### src/sv/tcgr_pkg.sv
// ----------------------------------------------------------------------------
// tcgr_pkg
// Shared types and constants of the text console glyph renderer: the request
// and response items, the configuration set, and controller/datapath signals.
// ----------------------------------------------------------------------------
package tcgr_pkg;

   localparam int CELL_WIDTH = 8;
   localparam int CSR_ADDR_W = 5;

   localparam logic [7:0] NEWLINE_CODE = 8'd10;
   localparam logic [7:0] SPACE_CODE   = 8'd32;

   localparam logic OP_LOAD = 1'b0;
   localparam logic OP_PUT  = 1'b1;

   localparam logic [1:0] DEPTH_16 = 2'd0;
   localparam logic [1:0] DEPTH_24 = 2'd1;

   localparam logic [2:0] REG_FB_BASE      = 3'd0;
   localparam logic [2:0] REG_LINE_PITCH   = 3'd1;
   localparam logic [2:0] REG_DEPTH_MODE   = 3'd2;
   localparam logic [2:0] REG_TEXT_COLUMNS = 3'd3;
   localparam logic [2:0] REG_TEXT_ROWS    = 3'd4;

   typedef struct packed {
      logic        op;
      logic [7:0]  char_code;
      logic [12:0] font_index;
      logic [7:0]  font_byte;
   } req_type;

   typedef struct packed {
      logic [31:0] row_address;
      logic [7:0]  pixel_mask;
      logic        last_row;
   } rsp_type;

   typedef struct packed {
      logic [31:0] fb_base;
      logic [15:0] line_pitch;
      logic [1:0]  depth_mode;
      logic [9:0]  text_columns;
      logic [9:0]  text_rows;
   } cfg_type;

   typedef struct packed {
      logic accept;
      logic prep;
      logic rd_issue;
      logic rd_last;
   } cmd_type;

   typedef struct packed {
      logic glyph_req;
      logic q_free;
   } sts_type;

endpackage

### src/sv/tcgr_ctrl.sv
// ----------------------------------------------------------------------------
// tcgr_ctrl
// Sequencer: takes items, then issues one font read per glyph row for each drawn glyph.
// ----------------------------------------------------------------------------
module tcgr_ctrl #(
   parameter int GLYPH_ROWS = 15
) (
   input  logic              clock,
   input  logic              reset,
   input  logic              req_valid,
   output logic              req_stall,
   input  tcgr_pkg::sts_type sts,
   output tcgr_pkg::cmd_type cmd
);
   import tcgr_pkg::*;

   localparam int ROW_W = $clog2(GLYPH_ROWS);

   localparam logic [1:0] ST_IDLE = 2'd0;
   localparam logic [1:0] ST_PREP = 2'd1;
   localparam logic [1:0] ST_ROWS = 2'd2;

   logic [1:0]       state_ff, state_in;
   logic [ROW_W-1:0] row_ff, row_in;

   assign req_stall = (state_ff != ST_IDLE);

   always_comb begin
      state_in     = state_ff;
      row_in       = row_ff;
      cmd          = '0;
      unique case (state_ff)
         ST_IDLE: begin
            cmd.accept = req_valid;
            if (req_valid && sts.glyph_req) begin
               state_in = ST_PREP;
            end
         end
         ST_PREP: begin
            cmd.prep = 1'b1;
            row_in   = '0;
            state_in = ST_ROWS;
         end
         ST_ROWS: begin
            if (sts.q_free) begin
               cmd.rd_issue = 1'b1;
               cmd.rd_last  = (row_ff == ROW_W'(GLYPH_ROWS - 1));
               row_in       = row_ff + ROW_W'(1);
               if (cmd.rd_last) begin
                  row_in   = '0;
                  state_in = ST_IDLE;
               end
            end
         end
         default: begin
            state_in = ST_IDLE;
         end
      endcase
   end

   always_ff @(posedge clock) begin
      if (reset) begin
         state_ff <= ST_IDLE;
         row_ff   <= '0;
      end else begin
         state_ff <= state_in;
         row_ff   <= row_in;
      end
   end

endmodule

### config.mk
export PLATFORM = sky130hd
export DESIGN_NAME = tcgr_ctrl
export DESIGN_NICKNAME = d
export VERILOG_FILES = /design/src/sv/tcgr_pkg.sv /design/src/sv/tcgr_ctrl.sv
export SDC_FILE = /design/constraint.sdc
export NUM_CORES = 1
export LEC_CHECK = 0
export BUFFER_PORTS_ARGS = -buffer_cell sky130_fd_sc_hd__buf_2
export CORE_MARGIN = 2
export CORE_UTILIZATION = 25
export DETAILED_ROUTE_END_ITERATION = 12
export PLACE_DENSITY = 0.45
export SETUP_SLACK_MARGIN = 0.3
export SLEW_MARGIN = 20
export SYNTH_ARGS = -nofsm -noshare
export SYNTH_HDL_FRONTEND = slang
export SYNTH_SLANG_ARGS = --single-unit
### constraint.sdc
create_clock -name clock -period 1.77 [get_ports clock]
set_input_delay 0.2655 -clock clock [delete_from_list [all_inputs] [get_ports clock]]
set_output_delay 0.2655 -clock clock [all_outputs]
set_load 0.03 [all_outputs]
==> results.sh, run 1 <==
export IMPL_synthArstFlopShare=0
export IMPL_syn_area_um2=327
export IMPL_num_fill_cells=145
export IMPL_drtIter0Drc=2
export IMPL_fin_crit_sh=0.804
export IMPL_finalHoldViolCount=0
export IMPL_dieWidth_um=40.1
export IMPL_crit_fanout=4
export IMPL_tightest_slew_ns=0.211
export IMPL_grtUsageMet2=0.141
export IMPL_seqPwrFrac=0.450
export IMPL_slew_headroom=0.858
export IMPL_drc=0
export IMPL_die_y_um=40.1
export IMPL_setup_tns_final_ns=0
export IMPL_drt_pass1_iter_count=2
export IMPL_ir_worst_vdd_mv=0.348
export IMPL_dpl_cell_count=61
export IMPL_dp_hpwl_um=489
export IMPL_syn_inst=38
export IMPL_worstPathArrival_ns=1.16
export IMPL_finish_net_count=58
export IMPL_core_um2=1250
export IMPL_finalPower_w=0.000317
export IMPL_start_util=0.261
export IMPL_yosys_top_cells_count="dfxtp_1 (6), nand3_1 (6), inv_1 (5)"
export IMPL_final_cells=64
export IMPL_seq_area_um2=124
export IMPL_num_vias=294
export IMPL_n_antenna_cell=0
export IMPL_htreeDepth=1
export IMPL_clk_latency_ns=0.25
export IMPL_tritoncts="built"
export IMPL_switching_share=0.260
export IMPL_seq_area_frac_synth=0.368
export IMPL_synth_nets=45
export IMPL_final_setup_viol_count=0
export IMPL_wl_per_cell_um=10.6
export IMPL_place_worst_setup_slack_ns=0.439
export IMPL_synth_area_leader_cell="dfxtp_1"
export IMPL_synthTopCellsByArea="dfxtp_1 (37%), nand3_1 (9.2%), ha_1 (7.7%)"
export IMPL_routed_wl_um=677
export IMPL_ant_nets=0
export IMPL_synth_edf_count=0
export IMPL_reg2reg_slack_ns=0.51
export IMPL_ios=10
export IMPL_startpoint_type="flop"
export IMPL_clock_skew_ns=0.00218
export IMPL_clockBufferDepth=2
export IMPL_gp_congestion=0.770
export IMPL_design_area_um2=448
export IMPL_path_cells="inv_2 > ha_4 > nand3_2 > nor2_1 > buf_4"
export IMPL_path_class="flop to output port"
export IMPL_grt_busiest_layer="met2"
export IMPL_grt_use_met1=0.133
export IMPL_power_density_nw_per_um2=707
export IMPL_pwr_share_clk=0.406
export IMPL_synth_cell_types=18
export IMPL_area_growth_synth_to_final_pct=37.2
export IMPL_placed_area_um2=383
export IMPL_leakagePower_nw=0.227
export IMPL_endpoint_kind="output port"
export IMPL_cts_post_setup_buffers_inserted=0
export IMPL_synth_top_flop_cell="dfxtp_1"
export IMPL_cts_buffers=3
export IMPL_layout_setup_ws_ns=0.346
export IMPL_synth_seq_cells=6
export IMPL_antenna_found_initial=0
export IMPL_use_met3=0.106
export IMPL_grt_setup_unrepaired="yes"
export IMPL_finalMaxSlewViolations=0
export IMPL_ys_warnings_count=0
export IMPL_grt_ovfl_total=0
export IMPL_maxCapViolations=0
export IMPL_status="completed"
export IMPL_clock_sinks=6
export IMPL_min_period_ns=1.42
export IMPL_hold_class="input port to flop"
export IMPL_grt_pass1_vias=261
export IMPL_viasPerCell=4.59
export IMPL_pwr_share_comb=0.144
export IMPL_timing_fmax_mhz=702
export IMPL_rows=13
export IMPL_die_area_um2=1610
export IMPL_critPathMaxStageDelay_ns=0.33
export IMPL_clk_pin_slew_ns=0.05
export IMPL_p_int_w=0.000234
export IMPL_numPortBuffers=9
export IMPL_multiInputGateArea_um2=208
export IMPL_cpMaxStageDelayCell="dfxtp_2"
export IMPL_grt_util_all_layers=0.115
export IMPL_cp_required_ns=1.50
export IMPL_grt_max_degree=8
export IMPL_avgSynthCellArea_um2=8.59
export IMPL_ctsRootBufferMaster="clkbuf_4"
export IMPL_drive_above_1_share=0.449
export IMPL_netlist_area_leader_share=0.368
export IMPL_grt_pass1_wl_mm=1.10
export IMPL_p_switching_w=0.0000822
what timing repair did:
action	in CTS	in global routing
setup endpoints to repair	2	4
pin swaps	0	1
cloned	0	0
gates resized for setup	4	10
hold buffers	0	0
critical path: cells and delay by family, from the launching register on:
kind / cells / cell delay (ns)
adders and majority gates: 1 / 0.14
buffers and inverters: 2 / 0.24
DFF: 1 / 0.33
and+or+nand+nor: 2 / 0.20
state kept, by name, indices dropped and copies added, names as in the netlist:
| signal | cells |
|---|---|
| row_ff | 4 |
| state_ff | 2 |
final cells by class:
class | count | area share
multi-input combinational | 26 | 0.464
tap | 15 | 0.0419
timing repair buffer | 9 | 0.126
clock buffer | 3 | 0.0503
sequential | 6 | 0.277
inverter | 5 | 0.0419
layout by cell type (no fill, tap or decap):
cell,count
nand3_2,1
nor4_1,1
nand3_1,5
inv_2,1
buf_2,6
nand3b_4,1
nor2_4,1
nand4_1,1
buf_4,1
a211o_1,1
and3_1,1
or3_1,2
and3b_1,1
dfxtp_2,3
nor2_1,1
ha_1,1
a31oi_1,1
nand2b_2,1
clkbuf_4,4
a21oi_1,4
o211a_1,1
buf_6,1
dfxtp_1,3
inv_1,4
ha_4,1
or2_2,1
through the flow:
stage | utilization | hold slack, ns
after floorplan | - | 0.335
after global placement | 0.306 | 0.498
after detailed placement | 0.306 | 0.496
after CTS | 0.331 | 0.252
after global routing | 0.358 | 0.269
final | 0.358 | 0.252
logic make-up after synthesis:
| logic type | Yosys count | share of synthesized area |
|---|---|---|
| adder cells (fa/ha/maj) | 2 | 0.0766 |
| buffers and inverters | 6 | 0.0805 |
| flip-flops | 6 | 0.368 |
| AND/OR/NAND/NOR | 17 | 0.337 |
| AO/OA/AOI/OAI | 7 | 0.138 |
power groups by stage:
stage	registers [W]	clock network, W	logic [W]
floorplan	0.000144	0	0.0000263
global placement	0.000144	0	0.0000390
global route	0.000143	0.000147	0.0000500
finish	0.000143	0.000128	0.0000456
CTS	0.000142	0.000136	0.0000409
detailed placement	0.000144	0	0.0000388
worst paths after layout:
kind         startpoint           to  depth (start not counted)
min               reset  state_ff[1]                          2
max           row_ff[0]       cmd[0]                          5
min reg2reg   row_ff[0]    row_ff[0]                          2
max reg2reg   row_ff[0]    row_ff[1]                          5
metal layers:
layer,vias up,part of all wire
li1,157,-
met1,128,0.47
met2,9,0.43
met3,0,0.10
met4,0,0
met5,-,0
(Power assumes the default switching activity.)
==> run 2: changes to the inputs <==
ABC_AREA = 1   (was not set)
PLACE_DENSITY = 0.46   (was 0.45)
clock period = 1.2 ns   (was 1.77 ns; I/O delays follow)
==> results.sh, run 2 <==
export IMPL_rows=13
export IMPL_core_um2=1300
export IMPL_dp_hpwl_um=600
export IMPL_layout_setup_ws_ns=-0.0454
export IMPL_synth_cell_types=11
export IMPL_maxCapViolations=0
export IMPL_clock_skew_ns=0.00731
export IMPL_cts_buffers=3
export IMPL_num_vias=379
export IMPL_largest_register="row_ff"
export IMPL_status="finished with violations"
export IMPL_power_density_nw_per_um2=804
export IMPL_drive_above_1_share=0.556
export IMPL_synthArstFlopShare=0
export IMPL_routed_wl_um=825
export IMPL_htreeDepth=1
export IMPL_placed_area_um2=455
export IMPL_layout_commonest_cell="nand2_1"
export IMPL_largest_reg_flops=4
export IMPL_drtIter0Drc=3
export IMPL_fin_crit_sh=1.04
export IMPL_ctsRootBufferMaster="clkbuf_4"
export IMPL_cp_required_ns=1.02
export IMPL_finalMaxSlewViolations=0
export IMPL_final_setup_viol_count=1
export IMPL_synth_edf_count=0
export IMPL_n_antenna_cell=0
export IMPL_die_area_um2=1700
export IMPL_wl_per_cell_um=9.48
export IMPL_hold_slack_ns=0.135
export IMPL_clockBufferDepth=2
export IMPL_syn_inst=54
export IMPL_gp_congestion=0.693
export IMPL_area_growth_synth_to_final_pct=79.1
export IMPL_drc=0
export IMPL_clk_latency_ns=0.25
export IMPL_synth_area_leader_cell="dfxtp_1"
export IMPL_synth_nets=61
export IMPL_numPortBuffers=9
export IMPL_hold_class="input port to flop"
export IMPL_path_cells="inv_2 > ha_4 > nand3_4 > nor2_4 > buf_6"
export IMPL_grt_pass1_wl_mm=1.28
export IMPL_grt_ovfl_total=0
export IMPL_seq_area_frac_synth=0.347
export IMPL_antenna_found_initial=0
export IMPL_clk_pin_slew_ns=0.05
export IMPL_grt_max_degree=6
export IMPL_grt_pass1_vias=324
export IMPL_slew_headroom=0.850
export IMPL_design_area_um2=621
export IMPL_die_y_um=41.2
export IMPL_reg_top3="row_ff: 4 flops, state_ff: 2 flops"
export IMPL_synth_seq_cells=6
export IMPL_netlist_area_leader_share=0.347
export IMPL_worstPathArrival_ns=1.07
export IMPL_layout_common_cells="nand2_1 (10), buf_6 (9), inv_2 (5), inv_1 (5), nor2_1 (5)"
export IMPL_viasPerCell=4.36
export IMPL_tritoncts="built"
export IMPL_startpoint_type="flop"
export IMPL_grt_util_all_layers=0.127
export IMPL_dieWidth_um=41.2
export IMPL_syn_area_um2=347
export IMPL_start_util=0.266
export IMPL_postCtsHoldBufs=0
export IMPL_avgSynthCellArea_um2=6.42
export IMPL_tightest_slew_ns=0.225
export IMPL_path_class="flop to output port"
export IMPL_min_period_ns=1.25
export IMPL_timing_fmax_mhz=803
export IMPL_violations="setup timing"
export IMPL_ant_nets=0
export IMPL_yosys_top_cells_count="inv_1 (12), nand2_1 (12), nor2_1 (8)"
export IMPL_critPathMaxStageDelay_ns=0.32
export IMPL_leakagePower_nw=0.293
export IMPL_clock_sinks=6
export IMPL_synth_top_flop_cell="dfxtp_1"
export IMPL_finish_net_count=81
export IMPL_cpMaxStageDelayCell="dfxtp_2"
export IMPL_synthTopCellsByArea="dfxtp_1 (35%), inv_1 (13%), nand2_1 (13%)"
export IMPL_ios=10
export IMPL_endpoint_kind="output port"
export IMPL_ys_warnings_count=0
export IMPL_crit_fanout=2
export IMPL_finalHoldViolCount=0
export IMPL_grt_setup_unrepaired="yes"
export IMPL_drt_pass1_iter_count=3
export IMPL_ir_worst_vdd_mv=0.515
## run 2: report_power, final
| part | switching, W | internal [W] | leakage, nW |
|---|---|---|---|
| Clock | 0.0000741 | 0.000113 | 0.0138 |
| Combinational | 0.0000571 | 0.0000468 | 0.228 |
| Sequential | 0.00000705 | 0.000200 | 0.0513 |
## run 2: cell families (layout without fill, tap and decap cells)
| logic type | count (synthesis) | count (layout) | share of synthesized area |
|---|---|---|---|
| AOI/OAI and AO/OA | 4 | 4 | 0.0578 |
| adders and majority gates | 2 | 2 | 0.0722 |
| buffers and inverters | 13 | 31 | 0.152 |
| DFF | 6 | 6 | 0.347 |
| and+or+nand+nor | 29 | 29 | 0.372 |
## run 2: critical path, delay by kind of cell (launching register included)
family,cells,cell delay [ns]
fa+ha+maj,1,0.13
flops,1,0.32
simple gates,2,0.18
buf+inv,2,0.19
## run 2: layer usage
| metal | vias up | track usage | share of wire | routed length [µm] |
|---|---|---|---|---|
| met5 | - | 0 | 0 | 0 |
| met4 | 0 | 0.0968 | 0.012 | 10 |
| met3 | 2 | 0.0652 | 0.062 | 51 |
| met2 | 8 | 0.191 | 0.49 | 406 |
| met1 | 166 | 0.133 | 0.43 | 357 |
| li1 | 203 | - | - | - |
## run 2: final cells by class
cell class	count	area, µm²
Fill cell	147	681
Multi-Input combinational cell	35	253
Clock buffer	3	22.5
Sequential cell	6	133
Inverter	12	50.0
Tap cell	15	18.8
Timing Repair Buffer	16	144
## run 2: final timing paths
kind / start / endpoint / slack (ns) / cells past startpoint
max: row_ff[0] / cmd[0] / -0.05 / 5
min: reset / row_ff[1] / 0.14 / 2
max reg2reg: row_ff[0] / row_ff[1] / 0.10 / 8
min reg2reg: state_ff[1] / state_ff[0] / 0.54 / 3
## run 2: timing repair
item,4_1_cts,5_1_grt
cloned,0,0
pin swaps,8,2
resized for setup,30,4
setup endpoints to repair,10,10
setup buffers,5,1
## run 2: per-stage QoR
step	setup WS, ns	TNS [ns]	util	power [W]	instances
after detailed placement	0.116	0	0.350	0.000285	78
after global routing	-0.134	-0.141	0.477	0.000537	87
final	-0.0454	-0.0454	0.477	0.000499	87
after CTS	-0.0671	-0.0671	0.460	0.000504	86
after global placement	0.0963	0	0.350	0.000285	78
after floorplan	0.142	0	-	0.000263	54
==> run 3: changes to the inputs <==
CTS_BUF_LIST = sky130_fd_sc_hd__clkbuf_2   (was not set)
PLACE_DENSITY = 0.44   (was 0.46)
clock period = 1.15 ns   (was 1.2 ns; I/O delays follow)
==> results.sh, run 3 (synthesis results as in run 2) <==
export IMPL_status="finished with violations"
export IMPL_cts_buffers=3
export IMPL_clk_pin_slew_ns=0.08
export IMPL_placed_area_um2=479
export IMPL_layout_commonest_cell="nand2_1"
export IMPL_fin_crit_sh=1.06
export IMPL_finalHoldViolCount=0
export IMPL_dp_hpwl_um=654
export IMPL_endpoint_kind="output port"
export IMPL_startpoint_type="flop"
export IMPL_crit_fanout=2
export IMPL_wl_per_cell_um=10.3
export IMPL_layout_common_cells="nand2_1 (8), buf_6 (7), inv_1 (6), buf_4 (6)"
export IMPL_layout_setup_ws_ns=-0.0737
export IMPL_clockBufferDepth=2
export IMPL_grt_setup_unrepaired="yes"
export IMPL_grt_ovfl_total=0
export IMPL_min_period_ns=1.22
export IMPL_reg_top3="row_ff: 4 flops, state_ff: 2 flops"
export IMPL_routed_wl_um=907
export IMPL_cp_required_ns=0.98
export IMPL_worstPathArrival_ns=1.05
export IMPL_start_util=0.266
export IMPL_drt_pass1_iter_count=2
export IMPL_hold_slack_ns=0.151
export IMPL_place_worst_setup_slack_ns=0.0777
export IMPL_num_vias=371
export IMPL_grt_util_all_layers=0.139
export IMPL_rows=13
export IMPL_die_y_um=41.2
export IMPL_num_fill_cells=143
export IMPL_design_area_um2=608
export IMPL_ir_worst_vdd_mv=0.442
export IMPL_drive_above_1_share=0.575
export IMPL_largest_register="row_ff"
export IMPL_final_setup_viol_count=1
export IMPL_power_density_nw_per_um2=790
export IMPL_grt_pass1_vias=333
export IMPL_area_growth_synth_to_final_pct=75.5
export IMPL_path_class="flop to output port"
export IMPL_n_antenna_cell=0
export IMPL_finish_net_count=82
export IMPL_tritoncts="built"
export IMPL_die_area_um2=1700
export IMPL_ios=10
export IMPL_final_core_util=0.467
export IMPL_drtIter0Drc=2
export IMPL_timing_fmax_mhz=817
export IMPL_multiInputGateArea_um2=253
export IMPL_numPortBuffers=9
export IMPL_viasPerCell=4.22
export IMPL_antenna_found_initial=0
export IMPL_slew_headroom=0.855
export IMPL_final_cells=88
export IMPL_drc=0
export IMPL_tightest_slew_ns=0.217
export IMPL_maxCapViolations=0
export IMPL_ant_nets=0
export IMPL_clock_sinks=6
export IMPL_grt_max_degree=6
export IMPL_postCtsHoldBufs=0
export IMPL_largest_reg_flops=4
export IMPL_gp_congestion=0.760
export IMPL_violations="setup timing"
export IMPL_leakagePower_nw=0.299
export IMPL_hold_class="input port to flop"
export IMPL_core_um2=1300
export IMPL_clock_skew_ns=0.0149
export IMPL_grt_pass1_wl_mm=1.36
export IMPL_clk_latency_ns=0.23
export IMPL_finalMaxSlewViolations=0
export IMPL_ctsRootBufferMaster="clkbuf_2"
export IMPL_seq_area_um2=130
export IMPL_htreeDepth=1
export IMPL_dieWidth_um=41.2
export IMPL_dpl_cell_count=81
-- run 3: cell types whose count changed in the layout (fill, tap and decap cells not counted), sizes merged --
cell / change
buf: +1
-- run 3: worst paths after layout --
kind / from / to / slack [ns] / depth (start not counted)
max: row_ff[0] / cmd[0] / -0.07 / 5
min: reset / state_ff[1] / 0.15 / 2
max reg2reg: row_ff[0] / state_ff[1] / 0.05 / 8
min reg2reg: state_ff[0] / state_ff[0] / 0.55 / 3
-- run 3: per-stage QoR --
| step | TNS (ns) | total power [W] |
|---|---|---|
| 5_1_grt | -0.256 | 0.000512 |
| 3_3_place_gp | 0 | 0.000298 |
| 6_report | -0.0737 | 0.000480 |
| 4_1_cts | -0.0928 | 0.000480 |
| 3_5_place_dp | 0 | 0.000298 |
| 2_1_floorplan | 0 | 0.000275 |
-- run 3: worst max-delay path, stage by stage, from the launching register on --
cell,delay (ns)
dfxtp_2,0.33
inv_2,0.05
ha_4,0.12
nand3_4,0.08
nor2_4,0.10
buf_6,0.13
-- run 3: power by group --
part / switching, W / internal [W] / total [W]
Combinational: 0.0000596 / 0.0000464 / 0.000106
Clock: 0.0000849 / 0.0000710 / 0.000156
Sequential: 0.00000764 / 0.000211 / 0.000218
Total: 0.000152 / 0.000328 / 0.000480
-- run 3: final cells by class --
type,count,area share
Clock buffer,3,0.0247
Multi-Input combinational cell,35,0.416
Inverter,12,0.0782
Sequential cell,6,0.214
Tap cell,15,0.0309
Timing Repair Buffer,17,0.237
-- run 3: metal layers --
| layer | track usage | vias to the layer above | share of wire |
|---|---|---|---|
| met5 | 0 | - | 0 |
| met4 | 0.121 | 0 | 0.014 |
| met3 | 0.0652 | 2 | 0.042 |
| met2 | 0.203 | 6 | 0.51 |
| met1 | 0.147 | 161 | 0.44 |
| li1 | - | 202 | - |
-- run 3: what timing repair did --
| action | 4_1_cts | 5_1_grt |
|---|---|---|
| gates resized for setup | 24 | 5 |
| buffers inserted | 3 | 1 |
| pin swaps | 5 | 2 |
| endpoints found under the hold margin | 0 | 0 |
| endpoints found under the setup margin | 10 | 10 |
