**config.mk**
```make
export PLATFORM = sky130hd
export DESIGN_NAME = tcgr_csr
export DESIGN_NICKNAME = d
export VERILOG_FILES = /design/src/sv/tcgr_pkg.sv /design/src/sv/tcgr_csr.sv
export SDC_FILE = /design/constraint.sdc
export NUM_CORES = 1
export LEC_CHECK = 0
export BUFFER_PORTS_ARGS = -buffer_cell sky130_fd_sc_hd__clkbuf_2
export CORE_MARGIN = 3
export CORE_UTILIZATION = 48
export CTS_CLUSTER_DIAMETER = 150
export DETAILED_ROUTE_END_ITERATION = 10
export GPL_TIMING_DRIVEN = 0
export PLACE_DENSITY = 0.8
export SLEW_MARGIN = 25
export SYNTH_ARGS = -nofsm -noshare
export SYNTH_HDL_FRONTEND = slang
export SYNTH_SLANG_ARGS = --single-unit
```
**constraint.sdc**
```tcl
create_clock -name clock -period 1.38 [get_ports clock]
set_clock_uncertainty 0.2 [all_clocks]
set_input_delay 0 -clock clock [delete_from_list [all_inputs] [get_ports clock]]
set_output_delay 0 -clock clock [all_outputs]
set_load 0.005 [all_outputs]
```
**src/sv/tcgr_pkg.sv**
```systemverilog
// ----------------------------------------------------------------------------
// tcgr_pkg
// Shared types and constants of the text console glyph renderer: the request
// and response items, the configuration set, and controller/datapath signals.
// ----------------------------------------------------------------------------
package tcgr_pkg;

   localparam int CELL_WIDTH = 8;
   localparam int CSR_ADDR_W = 5;

   localparam logic [7:0] NEWLINE_CODE = 8'd10;
   localparam logic [7:0] SPACE_CODE   = 8'd32;

   localparam logic OP_LOAD = 1'b0;
   localparam logic OP_PUT  = 1'b1;

   localparam logic [1:0] DEPTH_16 = 2'd0;
   localparam logic [1:0] DEPTH_24 = 2'd1;

   localparam logic [2:0] REG_FB_BASE      = 3'd0;
   localparam logic [2:0] REG_LINE_PITCH   = 3'd1;
   localparam logic [2:0] REG_DEPTH_MODE   = 3'd2;
   localparam logic [2:0] REG_TEXT_COLUMNS = 3'd3;
   localparam logic [2:0] REG_TEXT_ROWS    = 3'd4;

   typedef struct packed {
      logic        op;
      logic [7:0]  char_code;
      logic [12:0] font_index;
      logic [7:0]  font_byte;
   } req_type;

   typedef struct packed {
      logic [31:0] row_address;
      logic [7:0]  pixel_mask;
      logic        last_row;
   } rsp_type;

   typedef struct packed {
      logic [31:0] fb_base;
      logic [15:0] line_pitch;
      logic [1:0]  depth_mode;
      logic [9:0]  text_columns;
      logic [9:0]  text_rows;
   } cfg_type;

   typedef struct packed {
      logic accept;
      logic prep;
      logic rd_issue;
      logic rd_last;
   } cmd_type;

   typedef struct packed {
      logic glyph_req;
      logic q_free;
   } sts_type;

endpackage

```
**src/sv/tcgr_csr.sv**
```systemverilog
// ----------------------------------------------------------------------------
// tcgr_csr
// Configuration register file with an APB-style write/read port.
// ----------------------------------------------------------------------------
module tcgr_csr (
   input  logic                             clock,
   input  logic                             reset,
   input  logic                             csr_psel,
   input  logic                             csr_penable,
   input  logic                             csr_pwrite,
   input  logic [tcgr_pkg::CSR_ADDR_W-1:0]  csr_paddr,
   input  logic [31:0]                      csr_pwdata,
   output logic [31:0]                      csr_prdata,
   output logic                             csr_pready,
   output tcgr_pkg::cfg_type                cfg
);
   import tcgr_pkg::*;

   cfg_type    cfg_ff;
   cfg_type    cfg_in;
   logic       wr_en;
   logic [2:0] reg_index;

   assign wr_en      = csr_psel && csr_penable && csr_pwrite;
   assign reg_index  = csr_paddr[4:2];
   assign csr_pready = 1'b1;
   assign cfg        = cfg_ff;

   always_comb begin
      cfg_in = cfg_ff;
      if (wr_en) begin
         unique case (reg_index)
            REG_FB_BASE:      cfg_in.fb_base      = csr_pwdata;
            REG_LINE_PITCH:   cfg_in.line_pitch   = csr_pwdata[15:0];
            REG_DEPTH_MODE:   cfg_in.depth_mode   = csr_pwdata[1:0];
            REG_TEXT_COLUMNS: cfg_in.text_columns = csr_pwdata[9:0];
            REG_TEXT_ROWS:    cfg_in.text_rows    = csr_pwdata[9:0];
            default:          cfg_in = cfg_ff;
         endcase
      end
   end

   always_comb begin
      unique case (reg_index)
         REG_FB_BASE:      csr_prdata = cfg_ff.fb_base;
         REG_LINE_PITCH:   csr_prdata = {16'd0, cfg_ff.line_pitch};
         REG_DEPTH_MODE:   csr_prdata = {30'd0, cfg_ff.depth_mode};
         REG_TEXT_COLUMNS: csr_prdata = {22'd0, cfg_ff.text_columns};
         REG_TEXT_ROWS:    csr_prdata = {22'd0, cfg_ff.text_rows};
         default:          csr_prdata = 32'd0;
      endcase
   end

   always_ff @(posedge clock) begin
      if (reset) begin
         cfg_ff.fb_base      <= 32'd0;
         cfg_ff.line_pitch   <= 16'd0;
         cfg_ff.depth_mode   <= DEPTH_24;
         cfg_ff.text_columns <= 10'd80;
         cfg_ff.text_rows    <= 10'd32;
      end else begin
         cfg_ff <= cfg_in;
      end
   end

endmodule

```
==> metrics.txt, run 1 <==
Yosys Warn Count=0; Avg Vias per Cell=5.17; Adder-Cell Fraction of Synth Area=0%; Sw Share=22.2%; status=complete, but fails checks; Mapped Avg Cell Area=~10 sq um; most area-hungry cell type in the Yosys netlist=dfxtp_1; Distinct cells, synth=25; Clock transition at path regs=roughly 70 ps; RSZ-0062 raised after global routing=true; post-synthesis sequential area ratio=41.2%; Max FO, Critical Path=2; Net Sw Power=979 uW; Critical Path Source Type=flip-flop; Slew Limit Fails=0; Slew @ Worst Pin=572 ps; Clock Path Buffers=2; Clock Tree Root=clkbuf_8; top cells by area, synth=dfxtp_1 41%, mux2i_1 19%, nand2b_1 17%, a22o_1 3.6%, and2_1 2.9%; post-synthesis simple-gate area fraction=roughly a quarter; max_cap viols=0; worst path cell trace=a22o_1, a221o_1, clkbuf_2; H-tree lvl count=3; asr flop ratio synth=0%; Largest register FFs=70; Comb pwr share=10.2%; layout cells sized above 1=39.1%; ant diodes=0; Final period util=106%; core area=0.00683 sq mm; violated checks=hold timing, setup timing; drt first pass iters=5; Yosys top cell area share=41.2%; antenna viol nets, final=0; Hold WS=-20.6 ps; PD cells=874 mW/mm^2; GRT Util Overall=27.3%; static leakage=2.39 nW; Post-Synthesis Cells=347; CP required=between 1000 and 1500 ps; Fmax=685 MHz; Setup CP Type=flip-flop to output port; GP Congestion=0.817; post-layout min period=1460 ps; worst vdd ir=0.534 mV; Layout area overhead=48.8%; first-pass GRT wire length=17.8 mm; synthesized cell area=0.00340 sq mm; Post-Route WL=roughly 11 mm; Chip Width=90.1 microns; sink count of the clock tree=70; PortBufs=139; die height=~90 microns; xor and xnor area share after synthesis=0%; Post-synth EDFFs=0; Clock Power Share=43.5%; final setup vio count=10; CTS tree=yes; setup ws final=-79.0 ps; largest family of logic cells by synthesized area=simple AND/OR/NAND/NOR gates; vias in the first global route=approximately 3500; Int Pwr=3.44 mW; slowest CP cell=dfxtp_2; syn_nets=approximately 400; Starting Density=approximately half; Residual DRC=0; largest net degree at the start of global routing=12; CP max stage delay=320 ps; detailed-route via count=3401; # rows=30; final net count=599; Die ar.=0.00813 sq mm; most frequent cells after synthesis=92 x nand2b_1, 70 x dfxtp_1, 66 x mux2i_1; Num CTS Buffers=9; total gr overflow=0; sequential share of power=around 46%; DRT iter0 DRCs=around 180; DR WL/cell=16.8 microns; ys flop type=dfxtp_1; Fin. Hold Viols=2; HP Class=input port to flip-flop; I/O pin count=145; Synth Area in Compound Gates=9.13%; total chip power=4.42 mW; Max-slew headroom=61.9%; nature of the critical path endpoint=output port; initial antenna violation count=0; most common cell in the netlist=nand2b_1; flops & latches, synth=70; DP HPWL=7.05 mm; Worst-Skew Late Latency=350 ps; mux contribution to synthesized area=between 10% and 20%; arrival time at the worst endpoint=between 1000 and 1500 ps
-- per-stage QoR --
stage | area, sq um | TNS [ps] | cells | utilization [%] | worst slack, ps
2_1_floorplan | 3400 | 0 | 347 | - | 195
3_3_place_gp | 4210 | -4810 | 582 | 61.7 | -258
3_5_place_dp | 4210 | -5420 | 582 | 61.7 | -242
4_1_cts | 5000 | -643 | 652 | 73.2 | -81.6
5_1_grt | 5060 | -1160 | 658 | 74.0 | -139
6_report | 5060 | -633 | 658 | 74.0 | -79.0
-- path summary, 6_finish.rpt --
path,start,end,slack (ps),cells after the start
max,cfg[14],csr_prdata[4],-80,3
min,csr_paddr[4],cfg[21],-20,4
max reg2reg,cfg[15],cfg[15],60,5
min reg2reg,cfg[66],cfg[66],290,2
-- power groups by stage --
stage	registers (mW)	logic [mW]	clock network (mW)
global route	2.05	0.483	2.03
detailed placement	2.09	0.333	0
finish	2.05	0.451	1.92
CTS	2.04	0.434	1.94
floorplan	2.09	0.191	0
global placement	2.09	0.330	0
-- kinds of logic (layout without fill, tap and decap cells) --
kind of cell           count (synthesis)  after routing
other                                  1              1
DFF                                   70             70
buffers and inverters                 30            245
muxes                                 66             66
and+or+nand+nor                      138            138
AOI/OAI and AO/OA                     42             42
-- layout by cell type (no fill, tap or decap), drive strengths merged, types with 2 or more instances in the layout --
cell,count
and2,16
nor3,3
buf,36
mux2i,66
nor3b,2
bufinv,2
nor2,11
clkbuf,166
dfxtp,70
a221o,8
nand2b,92
nor2b,8
o21ai,17
a22o,14
dlygate4sd3,40
-- layer usage --
metal / routed length, microns / track usage (%) / part of all wire, %
met1: 4470 / 32.9 / 40
met2: 5460 / 45.1 / 49
met3: 703 / 7.53 / 6.4
met4: 407 / 12.8 / 3.7
met5: 0 / 0 / 0
-- worst max-delay path: cells and delay by family (launching register included) --
family	cells	cell delay, ps
AO/OA/AOI/OAI	2	460
flip-flops	1	320
buffers and inverters	1	140
-- cell type report --
cell class | count | area [sq um]
repair buffers | 199 | 1250
fillers | 519 | 1770
well taps | 96 | 120
clock inverters | 3 | 65.1
flip-flops and latches | 70 | 1430
clock buffers | 13 | 169
multi-input cells | 247 | 1840
plain buffers | 30 | 183
-- timing repair --
action / 4_1_cts / 5_1_grt
hold buffers: 39 / 1
endpoints found under the hold margin: 70 / 2
pin swaps: 2 / 1
setup buffers: 15 / 5
cloned: 0 / 0
endpoints found under the setup margin: 32 / 32
gates resized for setup: 30 / 4
Note: power is estimated with default switching activity, not from simulation.
==> run 2, diff against run 1 <==
--- a/config.mk
+++ b/config.mk
@@ -12,6 +12,7 @@
 export DETAILED_ROUTE_END_ITERATION = 10
 export GPL_TIMING_DRIVEN = 0
 export PLACE_DENSITY = 0.8
+export SETUP_SLACK_MARGIN = 0.5
 export SLEW_MARGIN = 25
 export SYNTH_ARGS = -nofsm -noshare
 export SYNTH_HDL_FRONTEND = slang
==> run 2 against run 1 <==
  * Largest cell class is now non-clock buffers
  * First-iteration DRC count rose by 15%
  * Non-clock buffer count increased by 43
  * Maximum frequency fell by 4.9%
  * The flow still finishes with violations (hold timing, setup timing)
  * Final area increased by 26%
  * Sequential share of layout area fell by 4.9 points
  * Final cell count up 6.4%
  * Largest power group unchanged
  * Critical path depth is the same
==> metrics.txt, run 2 (synthesis results as in run 1) <==
status=complete, but fails checks; violated checks=hold timing, setup timing; max_cap viols=0 (unchanged); core area=0.00683 sq mm (unchanged); largest net degree at the start of global routing=11 (-1); Die ar.=0.00813 sq mm (unchanged); DRT iter0 DRCs=204 (+15%); slowest CP cell=dfxtp_2; Fin. Hold Viols=5 (+3); Worst-Skew Late Latency=350 ps (about the same); Post-Route WL=16.3 mm (+47%); Largest register FFs=70 (unchanged); final setup vio count=10 (unchanged); nature of the critical path endpoint=output port; CTS Hold Bufs=32 (-18%); CTS tree=yes; die height=90.1 microns (unchanged); GP Congestion=0.838 (+2.5%); Residual DRC=0 (unchanged); CP max stage delay=340 ps (+20 ps); detailed-route via count=3912 (+15%); Hold WS=-202 ps (-181 ps); total gr overflow=0 (unchanged); Slew @ Worst Pin=661 ps (+88.7 ps); ant diodes=0 (unchanged); initial antenna violation count=0 (unchanged); HP Class=input port to flip-flop; PortBufs=139 (unchanged); commonest non-fill, non-tap cell in the layout=buf_6; # rows=30 (unchanged); Clock Tree Root=clkbuf_8; Chip Width=90.1 microns (unchanged); WP buf/inv=1 (unchanged); CP required=1180 ps (about the same); H-tree lvl count=3 (unchanged); Layout area overhead=87.1%; Fmax=652 MHz (-4.9%); DP HPWL=7.13 mm (+1.2%); layout cells sized above 1=60.1% (+21 points); pre-CTS setup slack=-270 ps (-28.7 ps); worst vdd ir=0.658 mV (+23%); Clock Path Buffers=2 (unchanged); DR WL/cell=23.2 microns (+38%); worst path cell trace=a22o_1, a221o_1, clkbuf_2; setup ws final=-154 ps (-74.8 ps); arrival time at the worst endpoint=1330 ps (+70 ps); final net count=642 (+7.2%); Setup CP Type=flip-flop to output port; CP delay by family, top=compound AO/OA/AOI/OAI gates; PD cells=661 mW/mm^2 (-24%); Num CTS Buffers=9 (unchanged); Max FO, Critical Path=2 (unchanged); Clock transition at path regs=80 ps (about the same); commonest cells after routing, fill and taps aside=105 x buf_6, 87 x clkbuf_2, 80 x nand2b_1; first-pass GRT wire length=19.8 mm (+12%); antenna viol nets, final=0 (unchanged); Avg Vias per Cell=5.59 (+8.1%); drt first pass iters=4 (-1); post-layout min period=1530 ps (+74.8 ps); Final period util=111% (+5.4 points); Critical Path Source Type=flip-flop; GRT Util Overall=30.8% (+3.4 points); static leakage=2.95 nW (+23%); Max-slew headroom=56.0% (-5.9 points); Slew Limit Fails=0 (unchanged); total chip power=4.21 mW (-4.8%); RSZ-0062 raised after global routing=true; Starting Density=49.7% (unchanged); I/O pin count=145 (unchanged); sink count of the clock tree=70 (unchanged); post-layout util=93.1% (+19 points); vias in the first global route=3901 (+11%)
## run 2: cell types whose count changed in the layout (fill, tap and decap cells not counted), sizes merged
cell / change
buf: +108
dlygate4sd3: -8
clkbuf: -56
bufinv: -2
## run 2: worst paths after layout
kind	endpoint	from	slack [ps]	depth (start not counted)
min reg2reg	cfg[65]	cfg[65]	290	2
max reg2reg	cfg[18]	cfg[18]	180	5
min	cfg[20]	csr_paddr[2]	-200	3
max	csr_prdata[8]	cfg[18]	-150	3
## run 2: timing repair
action	in CTS	in global routing
pin swaps	5	8
endpoints found under the hold margin	70	2
setup endpoints to repair	150	172
setup buffers	47	17
gates cloned	7	0
resized for setup	161	116
## run 2: per-layer routing
metal | global-route usage, % | wire, microns | vias to the layer above
met3 | 6.28 | 1060 | 72
met4 | 14.9 | 849 | 0
li1 | - | - | 1682
met5 | 0 | 0 | -
met1 | 35.0 | 5830 | 1940
met2 | 54.7 | 8530 | 218
## run 2: area by class of cell
type	count	area, sq um
multi-input cells	247	2080
flip-flops and latches	70	1490
fillers	241	474
repair buffers	242	2190
clock inverters	1	5.00
clock buffers	14	163
well taps	96	120
plain buffers	30	310
## run 2: metrics by stage
step,cells,instance area [sq um],TNS [ps],hold slack (ps)
2_1_floorplan,347,3500,0,-44.7
3_3_place_gp,582,4310,-2650,46.3
3_5_place_dp,582,4310,-4300,50.7
4_1_cts,683,5680,-615,-204
5_1_grt,700,6360,-1380,-181
6_report,700,6360,-1070,-202
## run 2: where the power goes
| group | switching, mW | leakage, nW | internal, mW |
|---|---|---|---|
| sequential | 0.0147 | 0.596 | 2.03 |
| combinational | 0.283 | 2.27 | 0.319 |
| clock | 0.811 | 0.0865 | 0.742 |
| total | 1.11 | 2.95 | 3.10 |
## run 2: worst reg2reg max path: stages (launching register included)
cell and delay [ps]:
dfxtp_2 340, buf_6 110, buf_6 110, nor2b_4 110, o21ai_1 120, o21ai_1 100
==> run 3, diff against run 2 <==
--- a/config.mk
+++ b/config.mk
@@ -7,11 +7,11 @@
 export LEC_CHECK = 0
 export BUFFER_PORTS_ARGS = -buffer_cell sky130_fd_sc_hd__clkbuf_2
 export CORE_MARGIN = 3
-export CORE_UTILIZATION = 48
+export CORE_UTILIZATION = 40
 export CTS_CLUSTER_DIAMETER = 150
 export DETAILED_ROUTE_END_ITERATION = 10
 export GPL_TIMING_DRIVEN = 0
-export PLACE_DENSITY = 0.8
+export PLACE_DENSITY = 0.69
 export SETUP_SLACK_MARGIN = 0.5
 export SLEW_MARGIN = 25
 export SYNTH_ARGS = -nofsm -noshare
==> constraint.sdc (replaced) <==
create_clock -name clock -period 1.9 [get_ports clock]
set_clock_uncertainty 0.2 [all_clocks]
set_input_delay 0 -clock clock [delete_from_list [all_inputs] [get_ports clock]]
set_output_delay 0 -clock clock [all_outputs]
set_load 0.005 [all_outputs]
==> run 3 against run 2 <==
  * The run now ends clean
  * Setup slack better by 560 ps
  * Global-route usage is 9.8 points lower
  * Clock power is 12% lower
  * Count of clock-buffer cells in the layout is 4 lower
  * Worst hold slack better by 210 ps
  * Critical path type unchanged
==> metrics.txt, run 3 (synthesis results as in run 1) <==
status=finished, final reports clean; Num CTS Buffers=9 (unchanged); Clock Tree Root=clkbuf_8; nature of the critical path endpoint=output port; filler cell count=698 (+190%); Residual DRC=0 (unchanged); Fmax=approximately 670 MHz; worst vdd ir=0.388 mV (-41%); CP required=1700 ps (+520 ps); Post-Layout Cell Count=659 (-5.9%); PortBufs=139 (unchanged); core area=0.00797 sq mm (+17%); DRT iter0 DRCs=69 (-66%); Slew @ Worst Pin=546 ps (-115 ps); r2r setup slk=710 ps (+530 ps); GR met1 Demand/Resource=26.5% (-8.5 points); commonest non-fill, non-tap cell in the layout=clkbuf_2; WP buf/inv=1 (unchanged); hold path start=reset; drt first pass iters=4 (unchanged); worst path cell trace=a22o_1, a221o_1, clkbuf_2; post-layout min period=1490 ps; multi-input logic area=0.00185 sq mm (-11%); Avg Vias per Cell=4.86 (-13%); HP Class=input port to flip-flop; GRT met3 Usage=5.29% (-0.99 points); final setup vio count=0 (-10); PD cells=628 mW/mm^2 (-5.0%); GRT Util Overall=20.9% (-9.8 points); global route hottest layer=met2; Reg2Reg Depth=5 (unchanged); Max FO, Critical Path=2 (unchanged); met2 usage=35.2% (-19 points); arrival time at the worst endpoint=1290 ps (-40 ps); CP delay by family, top=compound AO/OA/AOI/OAI gates; initial antenna violation count=0 (unchanged); slowest CP cell=dfxtp_2; Post-Route WL=10.3 mm (-37%); die height=98.2 microns (+8.9%); Critical Path Source Type=flip-flop; first-pass GRT wire length=16.1 mm (-19%); Worst-Skew Late Latency=340 ps (about the same); sink count of the clock tree=70 (unchanged); WP depth=3 (unchanged); Clock transition at path regs=80 ps (about the same); detailed-route via count=3204 (-18%); Fin. Hold Viols=0 (-5); placed instance count=588 (+1.0%); # rows=32 (+6.7%); CP Capture Point=csr_prdata[2]; total gr overflow=0 (unchanged); largest net degree at the start of global routing=13 (+2); CTS tree=yes; GP Congestion=0.787 (-6.1%); Final period util=78.4%; Starting Density=42.7% (-7.1 points); max_cap viols=0 (unchanged); layout cells sized above 1=39.3% (-21 points); Die ar.=0.00964 sq mm (+19%); Slew Limit Fails=0 (unchanged); ant diodes=0 (unchanged); Clock Path Buffers=2 (unchanged); CP max stage delay=330 ps (about the same); Max-slew headroom=63.6% (+7.6 points); I/O pin count=145 (unchanged); vias in the first global route=3172 (-19%); DP HPWL=7.06 mm (-1.0%); commonest cells after routing, fill and taps aside=140 x clkbuf_2, 92 x nand2b_1, 66 x mux2i_1; critical path launch point=cfg[12]; H-tree lvl count=3 (unchanged); Layout area overhead=48.0%; Largest register FFs=70 (unchanged); Chip Width=98.2 microns (+8.9%); Setup CP Type=flip-flop to output port; total area of sequential cells=0.00143 sq mm (-4.0%); worst flop-to-flop path endpoint=cfg[13]; final net count=594 (-7.5%); worst r2r src=cfg[13]; static leakage=2.39 nW (-19%); Fin Setup TNS=0 ps (+1070 ps); antenna viol nets, final=0 (unchanged); RSZ-0062 raised after global routing=true; DR WL/cell=15.6 microns (-33%)
run 3: changes by cell type in the layout (fill, tap and decap cells not counted), sizes merged:
cell / before / now
buf: 144 / 34
clkbuf: 110 / 164
dlygate4sd3: 32 / 35
bufinv: 0 / 2
clkinv: 1 / 3
dlymetal6s4s: 0 / 1
inv: 0 / 1
run 3: worst min-delay path by stage:
stage,to,slack (ps),cells past startpoint
finish,cfg[56],7,3
global route,cfg[9],50,3
CTS,cfg[68],9,3
detailed placement,cfg[66],50,3
global placement,cfg[62],50,3
floorplan,cfg[56],-40,2
run 3: power by group:
part	switching (mW)	internal, mW
clock network	0.582	0.773
logic	0.148	0.172
registers	0.00806	1.48
run 3: cell type report:
| cell class | count | area share [%] |
|---|---|---|
| Multi-Input combinational cell | 247 | 36.7 |
| Timing Repair Buffer | 194 | 24.1 |
| Clock buffer | 10 | 2.74 |
| Sequential cell | 70 | 28.4 |
| Buffer | 30 | 3.81 |
| Clock inverter | 6 | 1.67 |
| Tap cell | 102 | 2.54 |
run 3: layer usage:
metal,routed length [microns],vias to the layer above
li1,-,1591
met1,4380,1494
met2,4960,112
met3,868,7
met4,57,0
met5,0,-
run 3: timing repair:
item,in CTS,in global routing
pin swaps,1,1
hold buffers,36,0
setup endpoints to repair,32,51
resized for setup,27,10
gates cloned,0,0
hold endpoints to repair,70,0
setup buffers,16,3
run 3: through the flow:
step / hold WS, ps / power, mW / setup WS (ps) / util [%] / cell area (sq um)
floorplan: -44.7 / 1.66 / 715 / - / 3400
global placement: 45.1 / 1.76 / 262 / 53.0 / 4220
detailed placement: 54.2 / 1.77 / 243 / 53.0 / 4220
CTS: 9.44 / 3.17 / 415 / 62.4 / 4970
global route: 47.3 / 3.26 / 385 / 63.1 / 5030
finish: 6.80 / 3.16 / 410 / 63.1 / 5030
run 3: worst min-delay path: stages:
cell and delay [ps]:
clkbuf_1 200, nand2b_1 200, mux2i_1 110
